## config.mk

```make
export PLATFORM = sky130hd
export DESIGN_NAME = lzfd_queue
export DESIGN_NICKNAME = d
export VERILOG_FILES = /design/src/lzfd_pkg.sv /design/src/lzfd_queue.sv
export SDC_FILE = /design/constraint.sdc
export NUM_CORES = 1
export LEC_CHECK = 0
export BUFFER_PORTS_ARGS = -buffer_cell sky130_fd_sc_hd__buf_2
export CAP_MARGIN = 20
export CORE_MARGIN = 2
export CORE_UTILIZATION = 34
export CTS_CLUSTER_SIZE = 16
export DETAILED_ROUTE_END_ITERATION = 12
export SYNTH_ARGS = -nofsm -noshare
export SYNTH_HDL_FRONTEND = slang
export SYNTH_SLANG_ARGS = --single-unit
```

## constraint.sdc

```tcl
create_clock -name clk -period 2.6 [get_ports clk]
set_input_delay 0.13 -clock clk [delete_from_list [all_inputs] [get_ports clk]]
set_output_delay 0.13 -clock clk [all_outputs]
set_load 0.05 [all_outputs]
```

## src/lzfd_pkg.sv

```systemverilog
// ----------------------------------------------------------------------------
// LZF stream decompressor package
// Shared constants, command format and state types.
// ----------------------------------------------------------------------------
package lzfd_pkg;

  localparam int HISTORY_DEPTH    = 8192;
  localparam int BYTES_PER_RESULT = 8;
  localparam int QUEUE_DEPTH      = 4;

  localparam logic [7:0] LIT_LIMIT     = 8'(1 << 5);
  localparam logic [4:0] OFF_HIGH_MASK = 5'h1f;
  localparam logic [2:0] LONG_CODE     = 3'd7;
  localparam logic [8:0] SHORT_BIAS    = 9'd2;
  localparam logic [8:0] LONG_BIAS     = 9'd9;

  localparam logic [1:0] STATUS_OK      = 2'd0;
  localparam logic [1:0] STATUS_CORRUPT = 2'd1;
  localparam logic [1:0] STATUS_SMALL   = 2'd2;

  typedef enum logic [1:0] {
    PH_CTRL,
    PH_LIT,
    PH_LEN,
    PH_OFF
  } phase_t;

  typedef enum logic [1:0] {
    CMD_NOP,
    CMD_LIT_START,
    CMD_LIT_BYTE,
    CMD_COPY
  } cmd_kind_t;

  typedef enum logic [1:0] {
    BK_IDLE,
    BK_RD,
    BK_WR,
    BK_FLUSH
  } back_state_t;

  // One classified compressed byte
  typedef struct packed {
    cmd_kind_t   kind;
    logic [7:0]  data;
    logic [8:0]  len;
    logic [13:0] distance;
    logic        last;
    logic        trunc;
  } cmd_t;

endpackage

```

## src/lzfd_queue.sv

```systemverilog
// ----------------------------------------------------------------------------
// LZF decompressor command queue
// Small FIFO that decouples the parser from the executor.
// ----------------------------------------------------------------------------
module lzfd_queue (
  input  logic           clk,
  input  logic           rst,
  input  logic           push,
  input  lzfd_pkg::cmd_t push_cmd,
  output logic           full,
  input  logic           pop,
  output logic           not_empty,
  output lzfd_pkg::cmd_t head
);

  localparam int PW = $clog2(lzfd_pkg::QUEUE_DEPTH);

  lzfd_pkg::cmd_t entries [lzfd_pkg::QUEUE_DEPTH];
  logic [PW-1:0] wr_ptr, rd_ptr;
  logic [PW:0]   count;

  assign full      = (count == (PW+1)'(lzfd_pkg::QUEUE_DEPTH));
  assign not_empty = (count != '0);
  assign head      = entries[rd_ptr];

  // Store entries
  always_ff @(posedge clk) begin
    if (push) begin
      entries[wr_ptr] <= push_cmd;
    end
  end

  // Advance pointers and fill count
  always_ff @(posedge clk) begin
    if (rst) begin
      wr_ptr <= '0;
      rd_ptr <= '0;
      count  <= '0;
    end else begin
      if (push) begin
        wr_ptr <= wr_ptr + PW'(1);
      end
      if (pop) begin
        rd_ptr <= rd_ptr + PW'(1);
      end
      if (push && !pop) begin
        count <= count + (PW+1)'(1);
      end else if (pop && !push) begin
        count <= count - (PW+1)'(1);
      end
    end
  end

endmodule

```

# Yosys cells after proc, flatten, opt, wreduce, memory -nomap -nowiden
# Memory sizes are Yosys's and may differ from the RTL's. A register that Yosys moved wholly into a read port is not among the register bits.
# Cells that the tools add are included.
dict set report totals {
  ff_bits 7
  ramBits 140
  in_bits 39
  out_inout_bits 37
  elab_cells 21
  mem_count 1
}
dict set report op_classes {
  addsub 4
  n_eq_ne 1
  muxes 6
  reduce_logical 6
}
# name words width rd rd_clocked_by_memory_dff write_ports line_no
set mem_list {}
lappend mem_list {entries 4 35 1 1 1 lzfd_queue.sv:18} ;# lzfd_pkg::cmd_t entries [lzfd_pkg::QUEUE_DEPTH];
# op count
set op_table {}
lappend op_table {{$mux 3} 2}
lappend op_table {{$add 2x1->2 const B} 2}
lappend op_table {{$mux 2} 2}
lappend op_table {{$add 3x1->3 const B} 1}
lappend op_table {{$eq 3x3->1 const B} 1}
lappend op_table {{$reduce_bool 3->1} 1}
lappend op_table {{$sub 3x1->3 const B} 1}
lappend op_table {{$logic_and 1x1->1} 2}
lappend op_table {{$logic_not 1->1} 2}
lappend op_table {{$mux 1} 2}
lappend op_table {{$reduce_bool 2->1} 1}

# Logic depth before layout (Yosys ltp)
dict set report logic_depth {
  word_depth 4
  ltp_mapped 7
}

# Worst setup path after synthesis
# OpenSTA, ideal clock, no wires.
dict set report synth_path {
  path_type {register to register}
  startpoint {reg wr_ptr[0]}
  endpoint {mem entries[2][0] in the netlist's numbering (enable)}
  setup_time_ps 395
  arrival_time_ps 1399
  t_required_ps 2205
  path_slack_ps 806
  path_stages_with_launch 4
  path_buffers 0
  synth_period_minus_slack_ps 1794
  path_cell_list {dfxtp_1 inv_1 ha_1 and2_1}
}
# item line_no
set synth_rtl {}
lappend synth_rtl {{start, declared} lzfd_queue.sv:19} ;# logic [PW-1:0] wr_ptr, rd_ptr;
lappend synth_rtl {{start signal, assigned} lzfd_queue.sv:41} ;# wr_ptr <= wr_ptr + PW'(1);
lappend synth_rtl {{end, declared} lzfd_queue.sv:18}
# No word-level cell before the write port.

==> run summary <==
Ys Warns -> 0
clk sinks -> 149
Simple-Gate Fraction of Synth Area -> 0.0136
full die area -> 17,300 sq um
final period utilization -> 0.849
unrepaired setup endpoints after global routing -> no
Via Count -> 2,635
Overall Power -> 6.07 mW
crit path cell chain -> buf_12, mux4_1, buf_2
post-DR wirelength/cell -> 17.0 um
sequential fraction of the synthesis area -> 0.792
FF-to-FF Start -> wr_ptr[0]$_SDFFE_PP0P_
Core Footprint -> 15,900 sq um
Mapped Cells -> 227
Die Wd -> 132 um
root buf cell -> clkbuf_16
min-delay src -> pop
via count of the first global-routing pass -> 2,891
crit start category -> register
worst path bufs/invs -> 2
Max VDD drop -> 0.000456 V
Syn Area/Cell -> 24.4 sq um
total setup buffers inserted after CTS -> 0
io pins -> 76
crit path max fanout -> 28
Crit path max-delay family -> multiplexers
area growth from synthesis to layout -> 29.2%
Worst Tran Pin Value -> 590 ps
Antenna diodes -> 0
Post-DRT Antenna Nets -> 0
compound-cell area share of the yosys netlist -> 0.00181
max cap viols -> 0
drc violations -> 0
gr usage total -> 0.123
Crit. End Element -> primary output
Final #Nets -> 399
Starting Density -> 0.348
largest net degree at the start of global routing -> 36
CP max stage delay -> 590 ps
post-synth top area share -> 0.760
Min-Delay Path Class -> input pin to register
max frequency -> 453 MHz
Vias/cell -> 4.52
Placer Congestion -> 0.673
Pleak -> 2.47 nW
Post-Layout Cell Count -> 583
count of pins over their slew limit -> 0
Num CTS Buffers -> 17
htree depth -> 4
Clock Path Buffers -> 2
antenna violations before repair -> 0
multiplexer area fraction after synthesis -> 0.149
DP HPWL -> 5760 um
critical path class -> register to primary output
worst relative slew slack -> 0.607
Post-Synthesis Net Count -> 272
post-synthesis adder-cell area fraction -> 0.0149
later-pin clock latency in the skew report -> 410 ps
critical path arrival -> 2080 ps
fraction of layout cells with a size suffix above 1 -> 0.398
Distinct cells, synth -> 22
Final Hold Fails -> 0
mapped cell area -> 5530 sq um
total congestion overflow -> 0
slowest CP cell -> mux4_1
Cells after DPL -> 515
Min Clock Period, post-route -> 2210 ps
drt first pass iters -> 4
setup tns final -> 0 ps
dominant cell type by area after synthesis -> edfxtp_1
Worst-path clk slew -> 60 ps
Worst EP required -> 2470 ps
flop and latch count out of synthesis -> 149
skew final -> 8.22 ps
first-pass GRT wire length -> 15,700 um
I/O Buffers -> 75
status -> finished clean
endpoints failing setup -> 0
DR iter-0 viols -> 120
CTS tree -> done
largest family of logic cells by synthesized area -> multiplexers
Power Density -> 849 nW/um^2
main area contributors after synthesis -> edfxtp_1, mux4_2, dfxtp_1, mux4_1, ha_1
Die Span Y -> 132 um
final WL -> 9880 um
post-cts resize count -> 0
# rows -> 46
Synth Area in XOR/XNOR -> 0.00791
[cell type report]
class / count / area [sq um]
Clock inverter: 12 / 155
Fill cell: 1396 / 8730
Multi-Input combinational cell: 65 / 1040
Timing Repair Buffer: 117 / 843
Sequential cell: 149 / 4390
Tap cell: 216 / 270
Inverter: 4 / 15.0
Clock buffer: 20 / 437
[cells by family (layout without fill, tap and decap cells)]
kind of cell / after synthesis / in the layout
compound gates: 2 / 2
buf+inv: 13 / 153
fa+ha+maj: 6 / 6
xor+xnor: 5 / 5
flops: 149 / 149
simple gates: 15 / 15
mux: 37 / 37
[registers in the layout, summed over array words and instances, names as in the netlist, named ones only]
signal	count
rd_ptr	2
count	3
entries	140
wr_ptr	2
[cells in the final DEF, fill, tap and decap left out, types with 3 or more instances in the layout]
master	n
and2_2	4
clkbuf_16	17
bufinv_16	3
mux4_1	5
edfxtp_1	140
ha_1	5
buf_2	75
inv_1	4
clkinvlp_4	5
dfxtp_1	7
nor2_1	7
mux4_2	30
dlygate4sd3_1	36
clkbuf_1	3
buf_12	5
xor2_1	3
[repair_timing]
item,4_1_cts,5_1_grt
hold buffers,36,0
setup endpoints to repair,0,0
hold endpoints to repair,149,0
[Yosys cell counts (all sizes together)]
library cell / n
nand2: 1
fa: 1
clkbuf: 2
edfxtp: 140
buf: 7
inv: 4
ha: 5
mux4: 35
xor2: 3
a21oi: 1
nor3b: 1
o21ai: 1
nor2: 7
dfxtp: 9
xnor2: 2
and2: 4
mux2i: 2
or3: 2
[metal layers]
layer / track usage / vias to the layer above / part of all wire
met5: 0 / - / 0
met3: 0.0440 / 14 / 0.040
met4: 0.0489 / 0 / 0.016
met2: 0.204 / 56 / 0.50
li1: - / 1206 / -
met1: 0.148 / 1359 / 0.44
[worst min-delay path, delay by kind of cell]
kind,cells,cell delay (ps)
xor gates and xnor gates,1,90
buffers and inverters,1,110
and+or+nand+nor,1,80
[power by group]
group	leakage, nW	internal, mW	switching, mW	total [mW]
registers	1.36	2.75	0.0462	2.80
clock network	0.273	1.51	0.926	2.43
logic	0.832	0.290	0.551	0.841
[metrics by stage]
| stage | hold slack [ps] | util | cell area, sq um | setup slack (ps) |
|---|---|---|---|---|
| finish | 34.2 | 0.450 | 7150 | 393 |
| global route | 52.8 | 0.450 | 7150 | 269 |
| CTS | 12.3 | 0.450 | 7150 | 320 |
| detailed placement | 348 | 0.390 | 6200 | 779 |
| global placement | 341 | 0.390 | 6200 | 795 |
| floorplan | 229 | - | 5530 | 806 |
[final timing paths]
kind                              end  slack [ps]  cells past startpoint
min reg2reg     count[2]$_SDFFE_PP0P_         510                      2
max                          head[31]         390                      3
max reg2reg  entries[2][24]$_DFFE_PP_        1000                      4
min            rd_ptr[0]$_SDFFE_PP0P_          30                      3
Power figures use the tool's default switching activity.
