==> src/lzfd_pkg.sv <==
// ----------------------------------------------------------------------------
// LZF stream decompressor package
// Shared constants, command format and state types.
// ----------------------------------------------------------------------------
package lzfd_pkg;

  localparam int HISTORY_DEPTH    = 8192;
  localparam int BYTES_PER_RESULT = 8;
  localparam int QUEUE_DEPTH      = 4;

  localparam logic [7:0] LIT_LIMIT     = 8'(1 << 5);
  localparam logic [4:0] OFF_HIGH_MASK = 5'h1f;
  localparam logic [2:0] LONG_CODE     = 3'd7;
  localparam logic [8:0] SHORT_BIAS    = 9'd2;
  localparam logic [8:0] LONG_BIAS     = 9'd9;

  localparam logic [1:0] STATUS_OK      = 2'd0;
  localparam logic [1:0] STATUS_CORRUPT = 2'd1;
  localparam logic [1:0] STATUS_SMALL   = 2'd2;

  typedef enum logic [1:0] {
    PH_CTRL,
    PH_LIT,
    PH_LEN,
    PH_OFF
  } phase_t;

  typedef enum logic [1:0] {
    CMD_NOP,
    CMD_LIT_START,
    CMD_LIT_BYTE,
    CMD_COPY
  } cmd_kind_t;

  typedef enum logic [1:0] {
    BK_IDLE,
    BK_RD,
    BK_WR,
    BK_FLUSH
  } back_state_t;

  // One classified compressed byte
  typedef struct packed {
    cmd_kind_t   kind;
    logic [7:0]  data;
    logic [8:0]  len;
    logic [13:0] distance;
    logic        last;
    logic        trunc;
  } cmd_t;

endpackage

==> src/lzfd_front.sv <==
// ----------------------------------------------------------------------------
// LZF decompressor front end
// Parses compressed bytes into tokens and classifies each byte as a command.
// ----------------------------------------------------------------------------
module lzfd_front (
  input  logic          clk,
  input  logic          rst,
  input  logic          in_valid,
  output logic          in_stall,
  input  logic [7:0]    in_byte,
  input  logic          stream_end,
  input  logic          q_full,
  output logic          q_push,
  output lzfd_pkg::cmd_t q_cmd
);

  lzfd_pkg::phase_t phase, phase_next;
  logic [5:0] lit_rem, lit_rem_next;
  logic [8:0] copy_len, copy_len_next;
  logic [4:0] off_high, off_high_next;
  logic       take;

  assign in_stall = q_full;
  assign take     = in_valid && !q_full;
  assign q_push   = take;

  // Classify the byte and advance the token parser
  always_comb begin
    phase_next    = phase;
    lit_rem_next  = lit_rem;
    copy_len_next = copy_len;
    off_high_next = off_high;
    q_cmd         = '0;
    q_cmd.kind    = lzfd_pkg::CMD_NOP;
    q_cmd.data    = in_byte;
    q_cmd.last    = stream_end;
    case (phase)
      lzfd_pkg::PH_CTRL: begin
        if (in_byte < lzfd_pkg::LIT_LIMIT) begin
          lit_rem_next = 6'(in_byte) + 6'd1;
          q_cmd.kind   = lzfd_pkg::CMD_LIT_START;
          q_cmd.len    = 9'(in_byte) + 9'd1;
          phase_next   = lzfd_pkg::PH_LIT;
        end else begin
          off_high_next = in_byte[4:0] & lzfd_pkg::OFF_HIGH_MASK;
          if (in_byte[7:5] == lzfd_pkg::LONG_CODE) begin
            phase_next = lzfd_pkg::PH_LEN;
          end else begin
            copy_len_next = 9'(in_byte[7:5]) + lzfd_pkg::SHORT_BIAS;
            phase_next    = lzfd_pkg::PH_OFF;
          end
        end
      end
      lzfd_pkg::PH_LIT: begin
        q_cmd.kind   = lzfd_pkg::CMD_LIT_BYTE;
        lit_rem_next = lit_rem - 6'd1;
        if (lit_rem <= 6'd1) begin
          lit_rem_next = '0;
          phase_next   = lzfd_pkg::PH_CTRL;
        end
      end
      lzfd_pkg::PH_LEN: begin
        copy_len_next = 9'(in_byte) + lzfd_pkg::LONG_BIAS;
        phase_next    = lzfd_pkg::PH_OFF;
      end
      default: begin
        q_cmd.kind     = lzfd_pkg::CMD_COPY;
        q_cmd.len      = copy_len;
        q_cmd.distance = {1'b0, off_high, in_byte} + 14'd1;
        phase_next     = lzfd_pkg::PH_CTRL;
      end
    endcase
    q_cmd.trunc = stream_end && (phase_next != lzfd_pkg::PH_CTRL);
    // Stream boundary: restart the parser
    if (stream_end) begin
      phase_next = lzfd_pkg::PH_CTRL;
    end
  end

  // Parser registers
  always_ff @(posedge clk) begin
    if (rst) begin
      phase    <= lzfd_pkg::PH_CTRL;
      lit_rem  <= '0;
      copy_len <= '0;
      off_high <= '0;
    end else if (take) begin
      phase    <= phase_next;
      lit_rem  <= lit_rem_next;
      copy_len <= copy_len_next;
      off_high <= off_high_next;
    end
  end

endmodule

==> config.mk <==
export PLATFORM = sky130hd
export DESIGN_NAME = lzfd_front
export DESIGN_NICKNAME = d
export VERILOG_FILES = /design/src/lzfd_pkg.sv /design/src/lzfd_front.sv
export SDC_FILE = /design/constraint.sdc
export NUM_CORES = 1
export LEC_CHECK = 0
export ABC_AREA = 1
export BUFFER_PORTS_ARGS = -buffer_cell sky130_fd_sc_hd__buf_2
export CORE_ASPECT_RATIO = 1.25
export CORE_UTILIZATION = 30
export DETAILED_ROUTE_END_ITERATION = 6
export GPL_TIMING_DRIVEN = 0
export PLACE_DENSITY_LB_ADDON = 0.15
export SLEW_MARGIN = 20
export SYNTH_ARGS = -nofsm -noshare
export SYNTH_HDL_FRONTEND = slang
export SYNTH_SLANG_ARGS = --single-unit
==> constraint.sdc <==
create_clock -name clk -period 1.7 [get_ports clk]
set_clock_uncertainty 0.2 [all_clocks]
set_input_delay 0 -clock clk [delete_from_list [all_inputs] [get_ports clk]]
set_output_delay 0 -clock clk [all_outputs]
set_load 0.05 [all_outputs]
## Yosys cells after proc, flatten, opt, wreduce, memory -nomap -nowiden

Index checks and enable logic that the tools add are counted.

| word-level totals | value |
|---|---|
| bits in registers | 22 |
| input bits | 13 |
| output and inout port bits | 37 |
| logic and storage cells | 47 |

| operators by class | value |
|---|---|
| add/subtract/negate cells | 6 |
| magnitude comparators | 2 |
| eq/ne operators | 6 |
| mux-type cells | 16 |
| bitwise gates (word level) | 1 |
| reductions and logical operators | 12 |

Operators with widths:

| cell | count |
|---|---|
| case mux 9 bit (2 select lines) | 2 |
| two-way mux 9 bit | 3 |
| adder 13 x 1 -> 14 bit (second input constant) | 1 |
| two-way mux 14 bit | 1 |
| two-way mux 6 bit | 2 |
| case mux 2 bit (3 select lines) | 2 |
| case mux 6 bit (2 select lines) | 1 |
| adder 8 x 1 -> 9 bit (second input constant) | 1 |
| adder 8 x 4 -> 9 bit (second input constant) | 1 |
| < comparator 8 x 6 -> 1 bit (second input constant) | 1 |
| adder 6 x 1 -> 6 bit (second input constant) | 1 |
| <= comparator 6 x 1 -> 1 bit (second input constant) | 1 |
| two-way mux 2 bit | 3 |
| inequality test 2 bit (second input constant) | 3 |
| AND reduction 3 bit | 2 |
| nonzero test 2 bit | 3 |
| subtractor 6 x 1 -> 6 bit (second input constant) | 1 |
| adder 3 x 2 -> 4 bit (second input constant) | 1 |
| AND reduction 4 bit | 1 |
| equality test 3 bit (second input constant) | 1 |
| OR reduction 3 bit | 1 |
| equality test 2 x 1 -> 1 bit (second input constant) | 1 |
| equality test 2 bit (second input constant) | 1 |
| logical AND 1 bit | 2 |
| other kinds (5) | 6 |

## Logic depth before layout (Yosys ltp)

Gate-level depths: netlist (run 1).

| logic depth | value |
|---|---|
| depth in word-level cells | 6 |
| mapped depth | 11 |
| mapped depth without buffers | 11 |

## Worst setup path before layout (run 1)

OpenSTA, ideal clock, no wires.

| path | value |
|---|---|
| path kind | reg2out |
| start | register phase[0] |
| end | output q_cmd[19] (netlist bit) |
| arrival time | 1757 ps |
| required time | 1500 ps |
| path slack | -257 ps |
| stages on the path, launching flop included | 4 |
| buffers on the path | 0 |
| cells stage by stage | dfxtp_1 nor2_2 nand2_4 o21ai_0 |

RTL lines:

| what | RTL line | source |
|---|---|---|
| from (decl) | lzfd_front.sv:17 | `lzfd_pkg::phase_t phase, phase_next;` |
| from (signal assigned) | lzfd_front.sv:83 | `phase <= lzfd_pkg::PH_CTRL;` |
| from (signal assigned) | lzfd_front.sv:88 | `phase <= phase_next;` |
| to (decl) | lzfd_front.sv:14 | `output lzfd_pkg::cmd_t q_cmd` |

==> results of run 1 <==
worst max path at each step:
| stage | to | slack (ns) | depth (start not counted) | startpoint |
|---|---|---|---|---|
| global route | q_cmd[0] | -0.03 | 10 | lit_rem[1] |
| CTS | q_cmd[11] | -0.01 | 5 | phase[0] |
| floorplan | q_cmd[19] | -0.26 | 3 | phase[0] |
| global placement | q_cmd[7] | -0.16 | 4 | phase[0] |
| detailed placement | q_cmd[33] | -0.15 | 4 | phase[0] |
| finish | q_cmd[0] | 0.05 | 10 | lit_rem[1] |
worst register-to-register path, stage by stage (launching register included):
cell and delay [ns]:
dfxtp_2 0.37, inv_4 0.06, ha_4 0.15, inv_1 0.06
nand2_2 0.06, nand3_2 0.06, nand2_2 0.06, buf_4 0.14
inv_2 0.08, o21ai_0 0.09, nand3_1 0.08, nand2_1 0.05
inv_1 0.04
per-layer routing:
layer / track usage / vias up / part of all wire
li1: - / 1056 / -
met1: 0.228 / 904 / 0.43
met2: 0.344 / 54 / 0.51
met3: 0.0243 / 5 / 0.046
met4: 0.0509 / 0 / 0.0093
met5: 0 / - / 0
layout make-up:
type	instances	area (µm²)
inverter	42	164
clock buffer	4	55.1
tap	64	80.1
fill	611	3100
buffer	15	98.8
multi-input combinational	213	1130
sequential	22	452
timing repair buffer	65	442
power by group through the flow:
stage | clock network, mW | registers [mW] | logic [mW]
4_1_cts | 0.410 | 0.569 | 0.441
6_report | 0.392 | 0.570 | 0.457
3_5_place_dp | 0 | 0.579 | 0.404
3_3_place_gp | 0 | 0.580 | 0.402
5_1_grt | 0.437 | 0.575 | 0.503
2_1_floorplan | 0 | 0.574 | 0.305
layout by cell type, fill, tap and decap left out, types with 3 or more instances in the layout:
cell type	instances
xor2_1	3
nand2_2	6
buf_2	33
dfxtp_1	17
dfxtp_2	3
clkbuf_8	4
nor2_1	35
o21ai_1	9
a31oi_1	3
nand2_4	3
ha_1	3
a21oi_1	20
inv_2	7
nand2_1	62
dlygate4sd3_1	12
buf_4	29
inv_1	32
o21ai_0	23
nand3_1	21
nor2_4	5
nor2_2	7
timing repair:
item	in CTS	in global routing
buffers inserted	2	4
endpoints found under the hold margin	14	0
resized for setup	30	14
pin swaps	0	2
setup endpoints to repair	26	31
hold buffers	12	0
registers in the layout, indices dropped and copies added, names as in the netlist:
name	cells
off_high	5
lit_rem	6
phase	2
copy_len	9
kinds of logic after synthesis:
| logic type | share of synthesized area |
|---|---|
| AOI/OAI and AO/OA | 0.174 |
| xor gates and xnor gates | 0.0150 |
| adders and majority gates | 0.0358 |
| buffers and inverters | 0.145 |
| DFF | 0.252 |
| and+or+nand+nor | 0.379 |
==> results.ini, run 1 <==
[critical_path]
crit_required_ns = 1.50
max_stage_delay_ns = 0.35
startpoint_type = register
critPathMaxFanout = 3
crit_path_cell_trace = inv_4, ha_4, inv_2, nand2_2, nand3_2, nand2_2, nand2_2, o21ai_1, inv_1, buf_6
reg2reg_depth = 12
path_buf_inv = 4
reg2reg_from = lit_rem[1]
rrSetupSlack_ns = 0.15
worst_path_most_repeated_cell = nand2_2
critPathTopFamily = flip-flops
critPathArrivalTime_ns = 1.45
slowest_stage = dfxtp_2
r2r_end = lit_rem[3]
worstSetupPathType = register to output port
end_kind = output port

[sta]
fmax_mhz = 607
maxSlewHeadroom = 0.664
setup_viol_count_final = 0
fin_setup_tns_ns = 0
rsz0062_at_grt = yes
finalCritPeriodShare = 0.969
fin_crit_ns = 1.65
slew_viol_final = 0
setup_slack_ns = 0.0520
report.final.hold_viol_count = 0
holdWs_ns = 0.0358
worst_pin_slew_ns = 0.503

[placement]
port-buffer-count = 47
dp_hpwl_um = 4210
place_inst = 403
preCtsSetupSlack_ns = -0.146
place_congestion = 0.848
place_area_um2 = 2090

[clocking]
clkLatencyLatePin_ns = 0.27
cts_tree = built
cts_made_buffers = 3
clk_pin_slew_ns = 0.09
ctsLongestPathBuffers = 2
cts_htree_levels = 1
clock-root-buffer = clkbuf_8
cts_sinks = 22

[power]
p_total_mw = 1.42
powerDensity_nw_per_um2 = 587
vdd_drop_max_mv = 0.282
intPower_mw = 0.907
power_frac_seq = 0.401
sw_frac_of_total = 0.361
p_leak_nw = 1.17
p_clk_frac = 0.276
power_frac_comb = 0.322
switchingPower_mw = 0.513

[drt]
num_vias = 2019
post_drt_wl_per_cell_um = 13.4
drc = 0
vias_per_cell = 4.75
wirelength_um = 5690
ant_nets = 0
drtIter0Drc = 83
firstDrtPassIters = 4

[synthesis]
yosys_most_used_dff = dfxtp_1
synth_area_leaders = dfxtp_1 (25%), nand2_1 (14%), nor2_1 (8.8%)
synth_seq_area_share = 0.252
ys_types = 29
synth_nets = 310
synth_edf_count = 0
syn_area_um2 = 1750
synth_top_area_frac = 0.252
yosysMostFrequentCell = nand2_1
synth.avg_cell_area_um2 = 5.99
syn_inst = 292
async_reset_ff_frac = 0
yosysWarnings = 0
synthTopCellsByCount = nand2_1 (66), nor2_1 (41), inv_1 (36)
yosys_register_bits = 22
yosysTopAreaCell = dfxtp_1

[layout]
area_growth_pct = 38.4
fin_cells = 425
layout.nets = 380
diodes = 0
fin_area_um2 = 2420
post-route-util = 0.439
drive_gt1_frac = 0.313

[floorplan]
core_um2 = 5520
ios = 50
die_h_um = 87.3
start_util = 0.317
fp.dieW_um = 70.3
dieArea_um2 = 6140
row_count = 30

[job]
maxCapViolations = 0

[grt]
grt_overflow = 0
first_global_vias = 1896
grtUsageTotal = 0.188
grt_max_degree = 13
antenna_found_initial = 0
grt_pass1_wl_um = 9090

[run_status]
status = completed

[worst_hold_path]
hp-start = in_byte[5]
holdPathEnd = copy_len[5]
min_path_cells = 4
hold_path.class = input pin to register

No activity file was read; power rests on OpenSTA's default activity.
==> run 2, diff against run 1 <==
--- a/config.mk
+++ b/config.mk
@@ -8,6 +8,7 @@
 export ABC_AREA = 1
 export BUFFER_PORTS_ARGS = -buffer_cell sky130_fd_sc_hd__buf_2
 export CORE_ASPECT_RATIO = 1.25
+export CORE_MARGIN = 3
 export CORE_UTILIZATION = 30
 export DETAILED_ROUTE_END_ITERATION = 6
 export GPL_TIMING_DRIVEN = 0
==> results.ini, run 2 (synthesized netlist as in run 1, its figures left out) <==
[clocking]
cts_sinks = 22  ; unchanged
cts_made_buffers = 3  ; unchanged
clk_pin_slew_ns = 0.08  ; about the same
clock-root-buffer = clkbuf_8
cts_htree_levels = 1  ; unchanged
clkLatencyLatePin_ns = 0.27  ; about the same
cts_tree = built
ctsLongestPathBuffers = 2  ; unchanged

[critical_path]
worstSetupPathType = register to output port
r2r_end = copy_len[0]
startpoint_type = register
critPathMaxFanout = 9  ; +6
rrSetupSlack_ns = 0.08  ; -0.07 ns
crit_required_ns = 1.50  ; about the same
critPathTopFamily = flip-flops
reg2reg_from = phase[1]
end_kind = output port
reg2reg_depth = 7  ; -5
path_buf_inv = 2  ; -2
critPathArrivalTime_ns = 1.49  ; +0.04 ns
crit_path_cell_trace = nand2_2, inv_4, o21ai_0, a21oi_2, buf_4
max_stage_delay_ns = 0.42  ; +0.07 ns
slowest_stage = dfxtp_2

[power]
vdd_drop_max_mv = 0.246  ; -13%
powerDensity_nw_per_um2 = 590  ; +0.57%
p_leak_nw = 1.14  ; -2.0%

[job]
maxCapViolations = 0  ; unchanged

[floorplan]
ios = 50  ; unchanged
row_count = 30  ; unchanged
fp.dieW_um = 74.3  ; +5.7%
core_um2 = 5520  ; unchanged
die_h_um = 91.3  ; +4.6%
start_util = 0.317  ; unchanged
dieArea_um2 = 6780  ; +11%

[sta]
finalCritPeriodShare = 0.996  ; +0.0261
fin_crit_ns = 1.69  ; +0.0443 ns
slew_viol_final = 0  ; unchanged
maxSlewHeadroom = 0.710  ; +0.0457
setup_viol_count_final = 0  ; unchanged
report.final.hold_viol_count = 0  ; unchanged
worst_pin_slew_ns = 0.433  ; -0.0700 ns
rsz0062_at_grt = yes
fmax_mhz = 591  ; -2.6%

[layout]
largest_reg_flops = 9  ; unchanged
final_common_cell = nand2_1
fin_area_um2 = 2400  ; -0.78%
post-route-util = 0.435  ; -0.00340
diodes = 0  ; unchanged
drive_gt1_frac = 0.313  ; about the same
layout.nets = 377  ; -0.79%
biggestRegsByFlops = copy_len (9), lit_rem (6), off_high (5)
final_cell_mix = nand2_1 (62), inv_1 (33), nor2_1 (33), buf_4 (31), buf_2 (28)
fin_cells = 422  ; -0.71%
fillerInstances = 609  ; -0.33%
regMostFlops = copy_len
area_growth_pct = 37.4

[drt]
dr_wl_met3_um = 243  ; -7.6%
ant_nets = 0  ; unchanged
drc = 0  ; unchanged
met1Wirelength_um = 2560  ; +4.3%
vias_per_cell = 4.77  ; +0.31%
wirelength_um = 5760  ; +1.2%
firstDrtPassIters = 4  ; unchanged
wl_met2_um = 2890  ; -0.93%
post_drt_wl_per_cell_um = 13.6  ; +1.9%
num_vias = 2011  ; -0.40%
highest_layer = met4
drtIter0Drc = 96  ; +16%

[placement]
dp_hpwl_um = 4300  ; +2.2%
port-buffer-count = 47  ; unchanged
place_congestion = 0.807  ; -4.8%
place_inst = 403  ; unchanged
place_area_um2 = 2090  ; unchanged

[run_status]
status = completed

[grt]
antenna_found_initial = 0  ; unchanged
grt_overflow = 0  ; unchanged
first_global_vias = 1996  ; +5.3%
grtUsageTotal = 0.181  ; -0.00644
grt_pass1_wl_um = 9630  ; +6.0%
grt_max_degree = 13  ; unchanged

[worst_hold_path]
hold_path.class = input pin to register
hp-start = in_byte[5]
min_path_cells = 4  ; unchanged
holdPathEnd = copy_len[5]

run 2: worst max path at each step:
stage                           end  slack [ns]  depth (start not counted)  startpoint
final                     q_cmd[11]       0.008                          5    phase[0]
after global routing      q_cmd[11]       -0.06                          5    phase[0]
after CTS                 q_cmd[11]       -0.02                          5    phase[0]
after detailed placement  q_cmd[33]       -0.16                          4    phase[0]
after global placement    q_cmd[33]       -0.16                          4    phase[0]
after floorplan           q_cmd[19]       -0.26                          3    phase[0]
run 2: layout make-up:
| cell class | count | area [µm²] | share of cell area |
|---|---|---|---|
| sequential | 22 | 449 | 0.187 |
| inverter | 42 | 165 | 0.0688 |
| multi-input combinational | 213 | 1120 | 0.465 |
| buffer | 14 | 96.3 | 0.0401 |
| clock buffer | 4 | 55.1 | 0.0229 |
| timing repair buffer | 63 | 439 | 0.183 |
| tap | 64 | 80.1 | 0.0334 |
run 2: per-stage QoR:
| stage | setup slack [ns] | total power [mW] | hold WS (ns) | TNS (ns) |
|---|---|---|---|---|
| floorplan | -0.257 | 0.878 | -0.0662 | -1.51 |
| global placement | -0.164 | 0.983 | 0.101 | -1.50 |
| detailed placement | -0.160 | 0.984 | 0.104 | -1.56 |
| CTS | -0.0187 | 1.42 | 0.00944 | -0.0322 |
| global route | -0.0640 | 1.50 | 0.0759 | -0.555 |
| finish | 0.00763 | 1.42 | 0.0187 | 0 |
run 2: what timing repair did:
item | in CTS | in global routing
pin swaps | 0 | 3
gates cloned | 0 | 0
buffers inserted | 2 | 2
gates resized for setup | 34 | 14
endpoints found under the hold margin | 14 | 0
hold buffers | 12 | 0
endpoints found under the setup margin | 27 | 37
run 2: per-layer routing:
metal | up-vias | GRT usage
met4 | 0 | 0.0564
met3 | 6 | 0.0233
met5 | - | 0
met2 | 51 | 0.305
met1 | 902 | 0.235
li1 | 1052 | -
run 2: worst register-to-register path: cells and delay by family (launching register included):
kind	cells	cell delay (ns)
flops	1	0.39
compound gates	2	0.25
buf+inv	2	0.19
simple gates	3	0.48
run 2: where the power goes:
| group | total, mW | internal (mW) | leakage [nW] | switching (mW) |
|---|---|---|---|---|
| clock | 0.395 | 0.207 | 0.0288 | 0.188 |
| combinational | 0.452 | 0.151 | 0.931 | 0.301 |
| sequential | 0.569 | 0.544 | 0.182 | 0.0252 |
| total | 1.42 | 0.903 | 1.14 | 0.514 |
==> run 3, diff against run 2 <==
--- a/config.mk
+++ b/config.mk
@@ -9,10 +9,11 @@
 export BUFFER_PORTS_ARGS = -buffer_cell sky130_fd_sc_hd__buf_2
 export CORE_ASPECT_RATIO = 1.25
 export CORE_MARGIN = 3
-export CORE_UTILIZATION = 30
+export CORE_UTILIZATION = 52
 export DETAILED_ROUTE_END_ITERATION = 6
+export GPL_ROUTABILITY_DRIVEN = 1
 export GPL_TIMING_DRIVEN = 0
-export PLACE_DENSITY_LB_ADDON = 0.15
+export PLACE_DENSITY_LB_ADDON = 0.05
 export SLEW_MARGIN = 20
 export SYNTH_ARGS = -nofsm -noshare
 export SYNTH_HDL_FRONTEND = slang
==> results.ini, run 3 (synthesized netlist as in run 1, its figures left out) <==
[critical_path]
reg2reg_depth = 9  ; +2
end_kind = output port
startpoint_type = register
worstSetupPathType = register to output port
reg2reg_from = lit_rem[0]
crit_required_ns = 1.50  ; about the same
rrSetupSlack_ns = 0.14  ; +0.06 ns
critPathArrivalTime_ns = 1.50  ; about the same
r2r_end = lit_rem[1]
critPathMaxFanout = 10  ; +1

[placement]
place_area_um2 = 2050  ; -1.7%
place_inst = 375  ; -6.9%
place_congestion = 0.926  ; +15%
dp_hpwl_um = 3760  ; -13%
preCtsSetupSlack_ns = -0.0652  ; +0.0947 ns
port-buffer-count = 47  ; unchanged

[drt]
post_drt_wl_per_cell_um = 13.7  ; +0.26%
drtIter0Drc = 133  ; +39%
drc = 0  ; unchanged
vias_per_cell = 5.31  ; +12%
wirelength_um = 5530  ; -4.0%
ant_nets = 0  ; unchanged
num_vias = 2147  ; +6.8%
firstDrtPassIters = 5  ; +1

[power]
vdd_drop_max_mv = 0.555  ; +130%
p_leak_nw = 1.19  ; +4.4%
powerDensity_nw_per_um2 = 583  ; -1.1%

[layout]
fin_area_um2 = 2510  ; +4.4%
final_cell_mix = nand2_1 (61), buf_4 (34), inv_1 (32), nor2_1 (32), buf_2 (27)
area_growth_pct = 43.5
drive_gt1_frac = 0.332  ; +0.0187
biggestRegsByFlops = copy_len (9), lit_rem (6), off_high (5)
layout.nets = 387  ; +2.7%
largest_reg_flops = 9  ; unchanged
diodes = 0  ; unchanged
regMostFlops = copy_len
final_common_cell = nand2_1
fin_cells = 404  ; -4.3%

[sta]
fmax_mhz = 589  ; -0.40%
setup_viol_count_final = 0  ; unchanged
worst_pin_slew_ns = 0.473  ; +0.0399 ns
report.final.hold_viol_count = 0  ; unchanged
finalCritPeriodShare = 0.999  ; +0.00396
holdWs_ns = 0.0112  ; -0.00750 ns
fin_crit_ns = 1.70  ; +0.00674 ns
slew_viol_final = 0  ; unchanged
rsz0062_at_grt = yes
maxSlewHeadroom = 0.685  ; -0.0257
setup_slack_ns = 0.000896  ; -0.00674 ns

[floorplan]
dieArea_um2 = 4100  ; -40%
core_um2 = 3080  ; -44%
ios = 50  ; unchanged
fp.dieW_um = 57.9  ; -22%
start_util = 0.567  ; +0.250
die_h_um = 70.8  ; -22%
row_count = 22  ; -27%

[clocking]
cts_tree = built
clkLatencyLatePin_ns = 0.32  ; +0.05 ns
cts_htree_levels = 1  ; unchanged
cts_sinks = 22  ; unchanged
clock-root-buffer = clkbuf_4
clk_pin_slew_ns = 0.13  ; +0.05 ns
cts_made_buffers = 3  ; unchanged
ctsLongestPathBuffers = 2  ; unchanged

[grt]
first_global_vias = 1970  ; -1.3%
grt_pass1_wl_um = 8740  ; -9.3%
grtUsageTotal = 0.266  ; +0.0846
grt_overflow = 0  ; unchanged
antenna_found_initial = 0  ; unchanged
grt_max_degree = 14  ; +1

[worst_hold_path]
hold_path.class = input pin to register
holdPathEnd = lit_rem[5]
hp-start = in_byte[5]
min_path_cells = 6  ; +2

[job]
maxCapViolations = 0  ; unchanged

[run_status]
status = completed

run 3: what timing repair did:
action / in CTS / in global routing
setup endpoints to repair: 26 / 20
hold buffers: 17 / 0
pin swaps: 2 / 2
gates resized for setup: 43 / 26
hold endpoints to repair: 21 / 0
setup buffers: 6 / 2
run 3: critical path, stage by stage, from the launching register on:
cell      delay (ns)
dfxtp_4         0.43
nand2_2         0.18
clkbuf_8        0.24
nor2_1          0.12
buf_4           0.21
run 3: per-layer routing:
| layer | vias up | GRT usage | wire length (µm) |
|---|---|---|---|
| li1 | 1081 | - | - |
| met4 | 0 | 0.0773 | 75 |
| met3 | 9 | 0.0219 | 382 |
| met1 | 961 | 0.326 | 2220 |
| met2 | 96 | 0.484 | 2850 |
| met5 | - | 0 | 0 |
run 3: where the power goes:
| group | switching [mW] | internal, mW |
|---|---|---|
| clock network | 0.176 | 0.239 |
| registers | 0.0271 | 0.543 |
| logic | 0.308 | 0.170 |
run 3: cell type report:
cell class | instances | area (µm²)
Inverter | 42 | 168
Fill cell | 233 | 576
Tap cell | 36 | 45.0
Multi-Input combinational cell | 213 | 1150
Sequential cell | 22 | 458
Timing Repair Buffer | 72 | 533
Clock buffer | 3 | 22.5
Clock inverter | 1 | 30.0
Buffer | 15 | 105
run 3: how the worst max path moves through the flow:
stage          slack (ns)  depth (start not counted)         to        from
2_1_floorplan       -0.26                          3  q_cmd[19]    phase[0]
3_3_place_gp        -0.04                          4  q_cmd[24]    phase[0]
3_5_place_dp        -0.07                          4   q_cmd[3]    phase[0]
4_1_cts             -0.04                         10   q_cmd[0]  lit_rem[0]
5_1_grt             -0.11                         10   q_cmd[0]  lit_rem[0]
6_report           0.0009                          4   q_cmd[3]    phase[0]
run 3: per-stage QoR:
| stage | power [mW] | TNS (ns) | utilization |
|---|---|---|---|
| after global placement | 0.972 | -0.298 | 0.666 |
| after global routing | 1.53 | -0.283 | 0.813 |
| after floorplan | 0.878 | -1.51 | - |
| after CTS | 1.45 | -0.0377 | 0.790 |
| after detailed placement | 0.977 | -0.459 | 0.666 |
| final | 1.46 | 0 | 0.813 |
